File: src/design/crcw_pkg.sv
`default_nettype none

package crcw_pkg;

   localparam int CRC_W      = 32;
   localparam int BYTE_W     = 8;
   localparam int COEF_N     = CRC_W;
   localparam int COEF_IDX_W = $clog2(COEF_N);

   localparam logic [CRC_W-1:0] POLY_RESET = 32'h04C1_1DB7;
   localparam logic [CRC_W-1:0] INIT_RESET = 32'hFFFF_FFFF;

   typedef logic [CRC_W-1:0] crc_type;
   typedef crc_type [COEF_N-1:0] coef_array_type;

   typedef enum logic [0:0] {
      CSR_POLYNOMIAL    = 1'b0,
      CSR_INITIAL_VALUE = 1'b1
   } csr_index_type;

   // one MSB-first shift step with reduction
   function automatic crc_type mul_x(input crc_type value, input crc_type poly);
      crc_type shifted;
      shifted = {value[CRC_W-2:0], 1'b0};
      return value[CRC_W-1] ? (shifted ^ poly) : shifted;
   endfunction

endpackage

`default_nettype wire

File: src/design/crc32_word_widened_bytes.sv
// Running 32-bit CRC over a byte stream, MSB first, no reflection and no
// final XOR. One byte is taken per cycle while req_ready is high; a request
// is held in an input register, folded into the running CRC by an XOR tree
// over 32 stored coefficients, and on the byte marked last the CRC is
// registered into rsp_ after leaving the input register, while the running
// value reloads initial_value. The coefficients are rebuilt one per cycle
// from the polynomial, so req_ready stays low while they are rebuilt after
// reset and after every polynomial write.
`default_nettype none

module crc32_word_widened_bytes (
   input  wire                          clock,
   input  wire                          reset,
   input  wire                          req_valid,
   output logic                         req_ready,
   input  wire [crcw_pkg::BYTE_W-1:0]   req_data_byte,
   input  wire                          req_last_byte,
   output logic                         rsp_valid,
   input  wire                          rsp_ready,
   output logic [crcw_pkg::CRC_W-1:0]   rsp_crc_result,
   input  wire                          csr_wen,
   input  wire [0:0]                    csr_index,
   input  wire [crcw_pkg::CRC_W-1:0]    csr_wdata
);

   crcw_pkg::crc_type               poly_ff;
   crcw_pkg::crc_type               init_ff;
   logic                            poly_write;
   crcw_pkg::coef_array_type        coef;
   logic                            tbl_ready;

   logic                            a_valid_ff;
   logic [crcw_pkg::BYTE_W-1:0]     a_byte_ff;
   logic                            a_last_ff;
   logic                            a_advance;
   logic                            accept;

   crcw_pkg::crc_type               running_ff;
   crcw_pkg::crc_type               running_in;
   crcw_pkg::crc_type               fold_out;
   logic                            rsp_valid_ff;
   crcw_pkg::crc_type               rsp_crc_ff;

   assign poly_write = csr_wen &&
                       (crcw_pkg::csr_index_type'(csr_index) == crcw_pkg::CSR_POLYNOMIAL);

   always_ff @(posedge clock) begin
      if (reset) begin
         poly_ff <= crcw_pkg::POLY_RESET;
         init_ff <= crcw_pkg::INIT_RESET;
      end else if (csr_wen) begin
         unique case (crcw_pkg::csr_index_type'(csr_index))
            crcw_pkg::CSR_POLYNOMIAL:    poly_ff <= csr_wdata;
            crcw_pkg::CSR_INITIAL_VALUE: init_ff <= csr_wdata;
         endcase
      end
   end

   crcw_coef_table u_coef_table (
      .clock      (clock),
      .reset      (reset),
      .start      (poly_write),
      .start_poly (csr_wdata),
      .poly       (poly_ff),
      .coef       (coef),
      .ready      (tbl_ready)
   );

   assign a_advance = a_valid_ff && (!rsp_valid_ff || rsp_ready);
   assign req_ready = tbl_ready && (!a_valid_ff || a_advance);
   assign accept    = req_valid && req_ready;

   always_ff @(posedge clock) begin
      if (reset) begin
         a_valid_ff <= 1'b0;
      end else if (accept) begin
         a_valid_ff <= 1'b1;
      end else if (a_advance) begin
         a_valid_ff <= 1'b0;
      end
   end

   always_ff @(posedge clock) begin
      if (accept) begin
         a_byte_ff <= req_data_byte;
         a_last_ff <= req_last_byte;
      end
   end

   crcw_fold u_fold (
      .crc_in    (running_ff),
      .data_byte (a_byte_ff),
      .coef      (coef),
      .crc_out   (fold_out)
   );

   // the last byte of a message hands its CRC out and restarts the register
   assign running_in = a_last_ff ? init_ff : fold_out;

   always_ff @(posedge clock) begin
      if (reset) begin
         running_ff <= crcw_pkg::INIT_RESET;
      end else if (a_advance) begin
         running_ff <= running_in;
      end
   end

   always_ff @(posedge clock) begin
      if (reset) begin
         rsp_valid_ff <= 1'b0;
      end else if (a_advance && a_last_ff) begin
         rsp_valid_ff <= 1'b1;
      end else if (rsp_ready) begin
         rsp_valid_ff <= 1'b0;
      end
   end

   always_ff @(posedge clock) begin
      if (a_advance && a_last_ff) begin
         rsp_crc_ff <= fold_out;
      end
   end

   assign rsp_valid      = rsp_valid_ff;
   assign rsp_crc_result = rsp_crc_ff;

endmodule

`default_nettype wire

File: src/design/crcw_coef_table.sv
`default_nettype none

// Builds coef[i] = x^(32+i) mod P, one entry a cycle, after reset or a
// polynomial write. Entry 0 is the polynomial itself.
module crcw_coef_table (
   input  wire                      clock,
   input  wire                      reset,
   input  wire                      start,
   input  wire crcw_pkg::crc_type   start_poly,
   input  wire crcw_pkg::crc_type   poly,
   output crcw_pkg::coef_array_type coef,
   output logic                     ready
);

   logic                                busy_ff;
   logic                                busy_in;
   logic [crcw_pkg::COEF_IDX_W-1:0]     idx_ff;
   logic [crcw_pkg::COEF_IDX_W-1:0]     idx_in;
   crcw_pkg::crc_type                   gen_ff;
   crcw_pkg::crc_type                   gen_in;
   crcw_pkg::coef_array_type            coef_ff;

   always_comb begin
      busy_in = busy_ff;
      idx_in  = idx_ff;
      gen_in  = gen_ff;
      priority if (start) begin
         busy_in = 1'b1;
         idx_in  = '0;
         gen_in  = start_poly;
      end else if (busy_ff) begin
         idx_in = idx_ff + 1'b1;
         gen_in = crcw_pkg::mul_x(gen_ff, poly);
         if (idx_ff == crcw_pkg::COEF_IDX_W'(crcw_pkg::COEF_N - 1)) begin
            busy_in = 1'b0;
         end
      end
   end

   always_ff @(posedge clock) begin
      if (reset) begin
         busy_ff <= 1'b1;
         idx_ff  <= '0;
         gen_ff  <= crcw_pkg::POLY_RESET;
      end else begin
         busy_ff <= busy_in;
         idx_ff  <= idx_in;
         gen_ff  <= gen_in;
      end
   end

   always_ff @(posedge clock) begin
      if (busy_ff && !start) begin
         coef_ff[idx_ff] <= gen_ff;
      end
   end

   assign coef  = coef_ff;
   assign ready = !busy_ff;

endmodule

`default_nettype wire

File: src/design/crcw_fold.sv
`default_nettype none

// Folds one byte into the CRC: (crc ^ byte) * x^32 mod P as an XOR tree
// over the precomputed coefficients.
module crcw_fold (
   input  wire crcw_pkg::crc_type        crc_in,
   input  wire [crcw_pkg::BYTE_W-1:0]    data_byte,
   input  wire crcw_pkg::coef_array_type coef,
   output crcw_pkg::crc_type             crc_out
);

   crcw_pkg::crc_type word;
   crcw_pkg::crc_type acc;

   always_comb begin
      word = crc_in ^ {{(crcw_pkg::CRC_W - crcw_pkg::BYTE_W){1'b0}}, data_byte};
      acc  = '0;
      for (int i = 0; i < crcw_pkg::COEF_N; i++) begin
         if (word[i]) begin
            acc = acc ^ coef[i];
         end
      end
   end

   assign crc_out = acc;

endmodule

`default_nettype wire

File: config.mk
export PLATFORM = sky130hd
export DESIGN_NAME = crc32_word_widened_bytes
export DESIGN_NICKNAME = d
export VERILOG_FILES = /design/src/design/crcw_pkg.sv /design/src/design/crc32_word_widened_bytes.sv /design/src/design/crcw_coef_table.sv /design/src/design/crcw_fold.sv
export SDC_FILE = /design/constraint.sdc
export NUM_CORES = 2
export LEC_CHECK = 0
export BUFFER_PORTS_ARGS = -buffer_cell sky130_fd_sc_hd__buf_2
export CAP_MARGIN = 5
export CORE_ASPECT_RATIO = 1.5
export CORE_MARGIN = 3
export CORE_UTILIZATION = 55
export DETAILED_ROUTE_END_ITERATION = 8
export MAX_ROUTING_LAYER = met4
export PLACE_DENSITY_LB_ADDON = 0.05
export SETUP_SLACK_MARGIN = 0.3
export SLEW_MARGIN = 25
export SYNTH_ARGS = -nofsm -noshare
export SYNTH_HDL_FRONTEND = slang
export SYNTH_HIERARCHICAL = 1
export SYNTH_SLANG_ARGS = --single-unit
export TNS_END_PERCENT = 30
File: constraint.sdc
create_clock -name clock -period 9.1 [get_ports clock]
set_clock_uncertainty 0.15 [all_clocks]
set_input_delay 0.91 -clock clock [delete_from_list [all_inputs] [get_ports clock]]
set_output_delay 0.91 -clock clock [all_outputs]
set_load 0.05 [all_outputs]
==> impl_results.md <==
* Worst Setup Start Kind: input pin
* Synth Cell Area at 0.05171 mm²
* Clock-pin transition on the worst setup and hold timing paths at approximately 0.07 ns
* Max rail drop VDD at around 0.14 mV
* Crit path max fanout at 80
* Setup TNS at 0 ns
* IO Pins at 81
* Die height at 381.6 µm
* Switch Pwr at 0.002445 W
* Clk pwr share at between 40% and 50%
* Largest net degree at the start of global routing at between 80 and 90
* Sink Count at 1,201
* Routed len/inst at 28.99 µm
* Max clock buf depth at 3
* Slew @ Worst Pin at 1.096 ns
* Critical Path RT at 9.32 ns
* Initial core utilization at 55.56%
* # diodes at 0
* Relative slew slack at between 20% and 30%
* Vias in the first global route at 30,450
* Die Span X at approximately 260 µm
* RSZ-0062 raised after global routing: false
* Final setup fails at 0
* Synthesis-to-layout area growth at 11.76%
* Initial DRC Count at 3,278
* Top FF cell, synth: edfxtp_1
* Synth Register Bits at 1,201
* Most frequent cells in the layout: nand2_1 (1,113), edfxtp_1 (1,065), xnor2_1 (673)
* Post-CTS sizing at 0
* Sw Share at 21.57%
* Area of the die at 0.09782 mm²
* Post-DP HPWL at around 93,000 µm
* CP endpoint kind: flip-flop
* Pint at 0.008889 W
* Worst hold-check path type: input pin to flip-flop
* Sequential area share after synthesis at 67.11%
* Hold-fix buffers at CTS at 0
* Overall Global Routing Usage at 32.38%
* Final Cycle Share at 42.50%
* Final weighted congestion in routability-driven placement at 0.8503
* Share of cells above drive strength 1 at 12.05%
* H-Tree Depth at 3
* Power per cell area at 196.1 mW/mm²
* Max-cap violations at 0
* Post-synthesis cell count at 3,836
* Nets at 4,005
* Combinational Power Share at 2.8%
* Synth warnings at 6
* Antenna Nets Post-Route at 0
* Setup bufs post-CTS at 0
* Critical path type: input pin to flip-flop
* Total chip power at 0.01133 W
* Final wirelength at 153,600 µm
* Cts bufs inserted at ~110
* CTS tree: done
* Pre-Repair DR Iteration Count at 6
* Row count at 137
* Buffers added on ports at 80
* Final Hold Viols at 0
* LEAKAGE at roughly 21 nW
* Asr flop ratio synth at 0%
* Drc violations at 0
* Overflow after GRT at 0
* Clk_lat worst skew at 0.71 ns
* Pins Over Slew Limit at 0
* Fmax at 0.2586 GHz
* Minimum clock period at 3.867 ns
* Number of flops mapped to enable cells by yosys at 1,065
* Syn_area_per_cell at 13.48 µm²
* Status: finished, final reports clean
* Sequential share of power at about 56%
* Vias at 30,460
* Vias per inst at 5.747
* Root buf cell: clkbuf_16
* Arrival @ worst endpoint at 4.09 ns
* Global-route wire length before repair at 218,100 µm
* Post-synth cell types at 48
* Initial antenna violation count at 2
* Most common cell after layout, fill and taps aside: nand2_1
* Mapped Nets at 3,888
* Core outline area at 0.09308 mm²
==> per-stage QoR <==
step           util, %  cells  setup WS [ns]  hold WS (ns)  area (µm²)
2_1_floorplan        -   3836          5.133        0.2851       51710
3_3_place_gp     57.71   5074          4.496        0.2947       53720
3_5_place_dp     58.11   5089          4.571        0.3079       54080
4_1_cts          62.05   5299          5.321        0.1827       57760
5_1_grt          62.09   5300          5.143        0.2165       57800
6_report         62.09   5300          5.233        0.2282       57800
==> critical path: stages <==
cell      delay (ns)
buf_2           0.38
nand2b_1        0.27
inv_6           0.23
nor2b_1         0.40
nand2_1         0.58
nor2_4          0.86
buf_4           0.42
==> synthesized netlist by cell type (3+ instances only) <==
cell type	number	share of area [%]
a211o_1	33	0.56
a211oi_1	13	0.19
a21o_1	17	0.25
a21oi_1	38	0.37
a21oi_2	15	0.25
a2bb2oi_2	30	0.87
and3_1	33	0.40
and4_1	13	0.22
buf_12	3	0.12
buf_2	101	0.98
buf_4	14	0.20
buf_6	11	0.24
clkbuf_1	25	0.18
clkbuf_2	3	0.029
dfxtp_1	136	5.3
edfxtp_1	1065	62
ha_1	5	0.12
mux2i_1	34	0.66
nand2_1	1113	8.1
nand3_1	19	0.18
nand3b_1	18	0.26
nor2_1	69	0.50
o32ai_1	17	0.29
o41ai_1	12	0.20
xnor2_1	673	11
xnor3_1	32	1.4
xor2_1	265	4.5
==> logic make-up after synthesis <==
kind of cell / count (synthesis) / share of synthesized area [%]
buf+inv: 164 / 1.822
xor+xnor: 971 / 17.31
compound gates: 182 / 3.123
mux: 34 / 0.6581
simple gates: 1279 / 9.859
flops: 1201 / 67.11
fa+ha+maj: 5 / 0.1210
==> sequential cells by signal, indices dropped and copies added (netlist names) <==
register and count:
a_last_ff 1, u_coef_table/busy_ff 1, rsp_crc_result 32, init_ff 32
rsp_valid 1, poly_ff 32, a_valid_ff 1, u_coef_table/coef 1024
a_byte_ff 8, u_coef_table/gen_ff 32, running_ff 32, u_coef_table/idx_ff 5
==> final timing paths <==
kind / depth (start not counted) / slack (ns) / startpoint / endpoint
min: 1 / 0.23 / req_data_byte[6] / a_byte_ff[6]$_DFFE_PP_
max reg2reg: 9 / 5.26 / running_ff[9]$_SDFFE_PP1P_ / running_ff[23]$_SDFFE_PP1P_
min reg2reg: 1 / 0.32 / init_ff[8]$_SDFFE_PP1P_ / init_ff[8]$_SDFFE_PP1P_
max: 7 / 5.23 / csr_index / u_coef_table/coef[595]$_DFFE_PP_
==> cell type report <==
class	instances	area, µm²
Clock buffer	142	3060
Clock inverter	68	613.1
Fill cell	7185	35280
Inverter	5	23.77
Multi-Input combinational cell	2471	16460
Sequential cell	1201	34790
Tap cell	1251	1565
Timing Repair Buffer	162	1286
==> power by group through the flow <==
| stage | clock network, W | registers (W) | logic [W] |
|---|---|---|---|
| 5_1_grt | 0.00500 | 0.00631 | 0.000332 |
| 3_3_place_gp | 0 | 0.00642 | 0.000292 |
| 2_1_floorplan | 0 | 0.00631 | 0.000188 |
| 6_report | 0.00472 | 0.00631 | 0.000313 |
| 3_5_place_dp | 0 | 0.00643 | 0.000305 |
| 4_1_cts | 0.00478 | 0.00631 | 0.000307 |
==> layer usage <==
| layer | up-vias | part of all wire [%] | GRT usage, % |
|---|---|---|---|
| met4 | 0 | 5.2 | 15.61 |
| met2 | 1297 | 50 | 53.76 |
| met3 | 287 | 6.7 | 3.330 |
| met1 | 15590 | 38 | 40.18 |
| li1 | 13280 | - | - |
| met5 | - | 0 | - |
No activity file was read; power rests on OpenSTA's default activity.
